===== config.mk =====
export PLATFORM = sky130hd
export DESIGN_NAME = osq_cell
export DESIGN_NICKNAME = d
export VERILOG_FILES = /design/src/hw/rtl/osq_pkg.sv /design/src/hw/rtl/osq_cell.sv
export SDC_FILE = /design/constraint.sdc
export NUM_CORES = 1
export LEC_CHECK = 0
export ABC_AREA = 1
export BUFFER_PORTS_ARGS = -buffer_cell sky130_fd_sc_hd__buf_2
export CAP_MARGIN = 15
export CORE_MARGIN = 2
export CORE_UTILIZATION = 43
export DETAILED_ROUTE_END_ITERATION = 10
export PLACE_DENSITY = 0.87
export SYNTH_ARGS = -nofsm -noshare
export SYNTH_HDL_FRONTEND = slang
export SYNTH_SLANG_ARGS = --single-unit

===== constraint.sdc =====
create_clock -name clk -period 2.65 [get_ports clk]
set_input_delay 0.53 -clock clk [delete_from_list [all_inputs] [get_ports clk]]
set_output_delay 0.53 -clock clk [all_outputs]
set_load 0.03 [all_outputs]

===== src/hw/rtl/osq_pkg.sv =====
// Package for the ordered sequence store: sizes, codes, beat and control types.
package osq_pkg;

  localparam int DEPTH = 64;
  localparam int IDXW  = (DEPTH > 1) ? $clog2(DEPTH) : 1;
  localparam int CNTW  = $clog2(DEPTH + 1);
  localparam int DW    = 32;

  // operation codes
  localparam logic [2:0] MODE_INS_BEFORE = 3'd0;
  localparam logic [2:0] MODE_INS_AFTER  = 3'd1;
  localparam logic [2:0] MODE_DEL_AT     = 3'd2;
  localparam logic [2:0] MODE_DEL_LAST   = 3'd3;
  localparam logic [2:0] MODE_INS_SORTED = 3'd4;
  localparam logic [2:0] MODE_READ       = 3'd5;

  // status codes
  localparam logic [1:0] ST_OK    = 2'd0;
  localparam logic [1:0] ST_FULL  = 2'd1;
  localparam logic [1:0] ST_EMPTY = 2'd2;
  localparam logic [1:0] ST_RANGE = 2'd3;

  typedef struct packed {
    logic [2:0]           mode;
    logic signed [DW-1:0] value;
    logic [5:0]           position;
  } in_item_t;

  typedef struct packed {
    logic [1:0]           status;
    logic [6:0]           count;
    logic signed [DW-1:0] read_value;
  } out_item_t;

  // broadcast to every cell
  typedef struct packed {
    logic                 cmp_en;  // capture compare flags against value
    logic                 ins_en;  // apply an insert
    logic                 del_en;  // apply a delete
    logic                 use_ge;  // insert point from compare flags
    logic [IDXW-1:0]      k;       // insert or delete index
    logic [IDXW-1:0]      rpos;    // read index
    logic [IDXW-1:0]      last;    // index of last element
    logic signed [DW-1:0] value;
  } ctl_t;

endpackage


===== src/hw/rtl/osq_cell.sv =====
// One cell of the sequence chain: holds one element and shifts with its neighbours.
module osq_cell import osq_pkg::*; (
  input  logic                 clk,
  input  logic [IDXW-1:0]      idx,
  input  ctl_t                 ctl,
  input  logic signed [DW-1:0] left_elem,
  input  logic signed [DW-1:0] right_elem,
  input  logic                 after_in,
  output logic                 after_out,
  input  logic [DW-1:0]        rd_in,
  output logic [DW-1:0]        rd_out,
  input  logic                 gl_in,
  output logic                 gl_out,
  output logic signed [DW-1:0] elem,
  output logic                 lt_flag
);

  logic signed [DW-1:0] elem_r, elem_nxt;
  logic                 lt_r, gt_r;
  logic                 hit;

  // insert point: first cell not below value, or the addressed cell
  assign hit       = ctl.use_ge ? ~lt_r : (idx == ctl.k);
  assign after_out = after_in | hit;
  assign rd_out    = rd_in | ((idx == ctl.rpos) ? elem_r : '0);
  assign gl_out    = gl_in | ((idx == ctl.last) & gt_r);
  assign elem      = elem_r;
  assign lt_flag   = lt_r;

  always_comb begin
    elem_nxt = elem_r;
    if (ctl.ins_en) begin
      if (after_in) begin
        elem_nxt = left_elem;
      end else if (hit) begin
        elem_nxt = ctl.value;
      end
    end else if (ctl.del_en && (idx >= ctl.k)) begin
      elem_nxt = right_elem;
    end
  end

  always_ff @(posedge clk) begin
    elem_r <= elem_nxt;
    if (ctl.cmp_en) begin
      lt_r <= elem_r < ctl.value;
      gt_r <= elem_r > ctl.value;
    end
  end

endmodule


Yosys cells after proc, flatten, opt, wreduce, memory -nomap -nowiden
Cells that the tools add are included.
W data, S select, Z words.
Storage, ports and cells
  bits in registers: 34
  output and inout port bits: 67
  input port bits: 159
  word-level logic and storage cells: 24
Operators by class
  multiplexer cells: 6
  equal/unequal tests: 4
  magnitude comparators: 3
  reduce and logical (&&, ||, !) cells: 3
  bitwise logic cells: 5
Operator list (count)
  $mux W32: 5
  $gt A32 B32 Y1: 1
  $lt A32 B32 Y1: 1
  $or A32 B32 Y32: 1
  $eq A6 B6 Y1: 3
  $ge A6 B6 Y1: 1
  $ne A3 B1 Y1 const B: 1
  $or A1 B1 Y1: 2
  $reduce_and A2 Y1: 1
  $reduce_bool A2 Y1: 1
  $and A1 B1 Y1: 1
  $logic_and A1 B1 Y1: 1
  $mux W1: 1
  $not A1 Y1: 1

Longest topological paths before layout
  depth in word-level cells: 5
  depth in mapped cells: 16
  mapped depth without buffers: 16

Worst setup path after synthesis
OpenSTA, ideal clock, no wires.
  path type: input-to-reg
  from: input ctl[49] in the netlist's numbering
  to: register elem_r[0] (netlist: elem[0]) (enable)
  library setup time: 389 ps
  required time: 2261 ps
  path buffers: 0
  arrival time: 2414 ps
  slack: -154 ps
  stages on the path: 8
  path through: inv_1 ha_1 nand4_1 inv_1 nand3_1 o21bai_1 nand2_1 nand2_1
Between the ends
  word-level cells in the longest chain between the ends: 4
  elaborated cells on any way between the ends: 7
  those cells by class: order compare (1); eq/ne (2); mux (1); reduce/logical (3)
Ends and longest elaborated chain
  start: declaration: line osq_cell.sv:5  | input ctl_t ctl,
  $ge A6 B6 Y1 / $eq A6 B6 Y1 (equally long branches): line osq_cell.sv:38, osq_cell.sv:23
  $logic_and A1 B1 Y1 / $mux W1 (equally long branches): line osq_cell.sv:38, osq_cell.sv:23
  $reduce_bool A2 Y1 (no source line) / $ne A3 B1 Y1 (equally long branches)
  $reduce_and A2 Y1 (no source line) (*)
  end signal: assignment: line osq_cell.sv:44  | elem_r <= elem_nxt;
  end: declaration: line osq_cell.sv:18  | logic signed [DW-1:0] elem_r, elem_nxt;
Every way passes the cells marked *; elsewhere a longest branch is shown, timed or not.
A chain may end at the register's enable or synchronous reset.

Final worst setup path
  from: input idx[0]
  to: output rd_out[30]
Between the ends
  word-level cells in the longest chain between the ends: 3
Ends and longest elaborated chain
  start: declaration: line osq_cell.sv:4  | input logic [IDXW-1:0] idx,
  $eq A6 B6 Y1: line osq_cell.sv:25  | assign rd_out = rd_in | ((idx == ctl.rpos) ? elem_r : '0);
  $mux W32: line osq_cell.sv:25
  $or A32 B32 Y32: line osq_cell.sv:25
  end: declaration: line osq_cell.sv:11  | output logic [DW-1:0] rd_out,
No other way between the ends.

==> impl_metrics.tcl <==
set metrics [dict create \
    synth.cell_area_sq_mm 0.00337 \
    seq_power_share 0.347 \
    area_delta_synth_final_pct 40.5 \
    core_area_sq_mm 0.00765 \
    cp-start-kind "input port" \
    cts_root_buf "clkbuf_8" \
    relSlewSlack 0.619 \
    drt_pre_antenna_iters 4 \
    path_clk_slew_ns 0.08 \
    max_cap_viol_count 0 \
    power_density_mw_per_mm2 430 \
    fmax_mhz 418 \
    wl_mm 10.7 \
    postCtsSetupBuffers 0 \
    synth_area_per_cell_sq_um 7.63 \
    antenna_found_initial 0 \
    clkPwrFrac 0.285 \
    cts_resized 0 \
    tns_ns 0 \
    antenna_left 0 \
    cts_tree "yes" \
    cts_hold_buffers 0 \
    wl_per_cell_microns 13.9 \
    status "completed" \
    p_switching_uw 714 \
    via_per_inst 4.99 \
    comb_power_share 0.368 \
    synthesis.nets 639 \
    final_layout_size_suffix_gt1_frac 0.410 \
    clk_path_buf_depth 2 \
    die_h_microns 92.6 \
    critPathRequiredTime_ns 2.12 \
    ys_types 29 \
    io_buffers 225 \
    end_kind "output pin" \
    fill_cells 671 \
    leakage_uw 0.00267 \
    grt_pass1_wl_mm 16.4 \
    dpl_cell_area_sq_mm 0.00461 \
    fin_area_sq_mm 0.00474 \
    clock_sinks 34 \
    grt_max_degree 34 \
    htree_levels 2 \
    fp.dieW_microns 92.6 \
    ys_ff_latch 34 \
    diodes 0 \
    finalCritPeriodShare 0.902 \
    fin_worst_skew_ns 0.00666 \
    vias 3835 \
    dpl.hpwl_mm 8.53 \
    cts_buffers 5 \
    hold_viol_final 0 \
    tightest_slew_ns 0.572 \
    hp-class "input port to flop" \
    ios 226 \
    sw_frac_of_total 0.350 \
    p_int_uw 1330 \
    crit_type "input port to output pin" \
    grt-ovfl-total 0 \
    maxSlewViolCount 0 \
    rows 32 \
    drt_iter0_drc 143 \
    gp_congestion 0.857 \
    path_max_fanout 16 \
    grt_pass1_vias 3678 \
    worst-endpoint-arrival_ns 1.86 \
    drc 0 \
    min_period_ns 2.39 \
    fp.dieArea_sq_mm 0.00857 \
    syn_inst 442 \
    finalSetupViolCount 0 \
    fin_nets 862 \
    track_usage 0.237 \
    rsz0062_at_grt "no" \
    seq_area_frac_synth 0.303 \
    yosys_warnings 0 \
    final_core_util 0.620 \
    clock_latency_ns 0.29 \
    max-vdd-ir-drop_mv 0.346 \
    start_util 0.441 \
]
==> path summary, 6_finish.rpt <==
kind / startpoint / to / slack [ns] / depth (start not counted)
setup / recovery: idx[0] / rd_out[30] / 0.26 / 7
hold / removal: ctl[53] / gt_r$_DFFE_PP_ / 0.47 / 1
setup reg to reg: elem[11]$_DFFE_PP_ / gt_r$_DFFE_PP_ / 0.76 / 12
hold reg to reg: elem[31]$_DFFE_PP_ / lt_flag$_DFFE_PP_ / 0.92 / 3
==> flip-flops by register name (all words and copies together), names as in the netlist <==
register,flops
gt_r,1
elem,32
lt_flag,1
==> per-stage QoR <==
step	total power (uW)	std cells	setup WS, ns	hold WS, ns
floorplan	1170	442	0.106	0.642
global placement	1440	760	0.284	0.771
detailed placement	1470	760	0.282	0.772
CTS	2060	768	0.265	0.466
global route	2160	768	0.192	0.463
finish	2040	768	0.260	0.469
==> cell usage in the layout (no fill, tap or decap), drive strengths merged <==
master and n:
clkinv 1, nand4 4, o2111ai 1, nor4 1, a21o 1, and3b 1, clkbuf 5, xnor2 3
o41ai 1, o221ai 1, o21bai 33, edfxtp 34, inv 88, nand2 79, o21a 1, or2 2
xor2 4, buf 231, nor2 44, nand3 6, ha 38, bufinv 2, a21oi 15, o211ai 1
o21ai 68, nor3 1
==> worst max-delay path, cell delays in order <==
cell and delay (ns):
buf_2 0.11, xor2_1 0.17, nor4_2 0.33, nand3_2 0.12, buf_4 0.24, o21bai_2 0.14
buf_2 0.21
==> cell usage after synthesis, drive strengths merged <==
cell type | n | area [sq um]
nand2 | 79 | 297
and3b | 1 | 8.76
o21ai | 68 | 340
o221ai | 1 | 8.76
or2 | 2 | 12.5
nor3 | 1 | 5.00
a21o | 1 | 7.51
clkbuf | 8 | 30.0
a21oi | 15 | 75.1
ha | 38 | 475
nand4 | 4 | 25.0
o21bai | 33 | 383
nand3 | 6 | 35.0
buf | 7 | 48.8
nor2 | 44 | 165
inv | 88 | 330
o41ai | 1 | 8.76
o21a | 1 | 7.51
xnor2 | 3 | 26.3
xor2 | 4 | 35.0
o211ai | 1 | 7.51
nor4 | 1 | 12.5
o2111ai | 1 | 8.76
edfxtp | 34 | 1020
==> metal layers <==
layer  vias up  GRT usage  share of wire
li1       1892          -              -
met1      1715      0.255           0.37
met2       206      0.453           0.52
met3        22     0.0431          0.080
met4         0     0.0958          0.024
met5         -          0              0
==> layout make-up <==
cell class	count	area [sq um]	share of cell area
Multi-Input combinational cell	305	1950	0.411
Timing Repair Buffer	231	1180	0.250
Sequential cell	34	1020	0.215
Inverter	88	330	0.0697
Tap cell	102	128	0.0269
Clock buffer	5	68.8	0.0145
Clock inverter	3	63.8	0.0135
==> power groups by stage <==
stage	Combinational (uW)	Sequential [uW]	Clock, uW
floorplan	369	806	0
global placement	724	717	0
detailed placement	752	720	0
CTS	756	708	594
global route	830	714	612
finish	751	708	582
==> kinds of logic (layout without fill, tap and decap cells) <==
family | after synthesis | in the layout | share of synthesized area
AND/OR/NAND/NOR | 138 | 138 | 0.166
AO/OA/AOI/OAI | 122 | 122 | 0.251
buffers and inverters | 103 | 327 | 0.121
adder cells (fa/ha/maj) | 38 | 38 | 0.141
flip-flops | 34 | 34 | 0.303
XOR/XNOR | 7 | 7 | 0.0182
No activity file was read; power rests on OpenSTA's default activity.
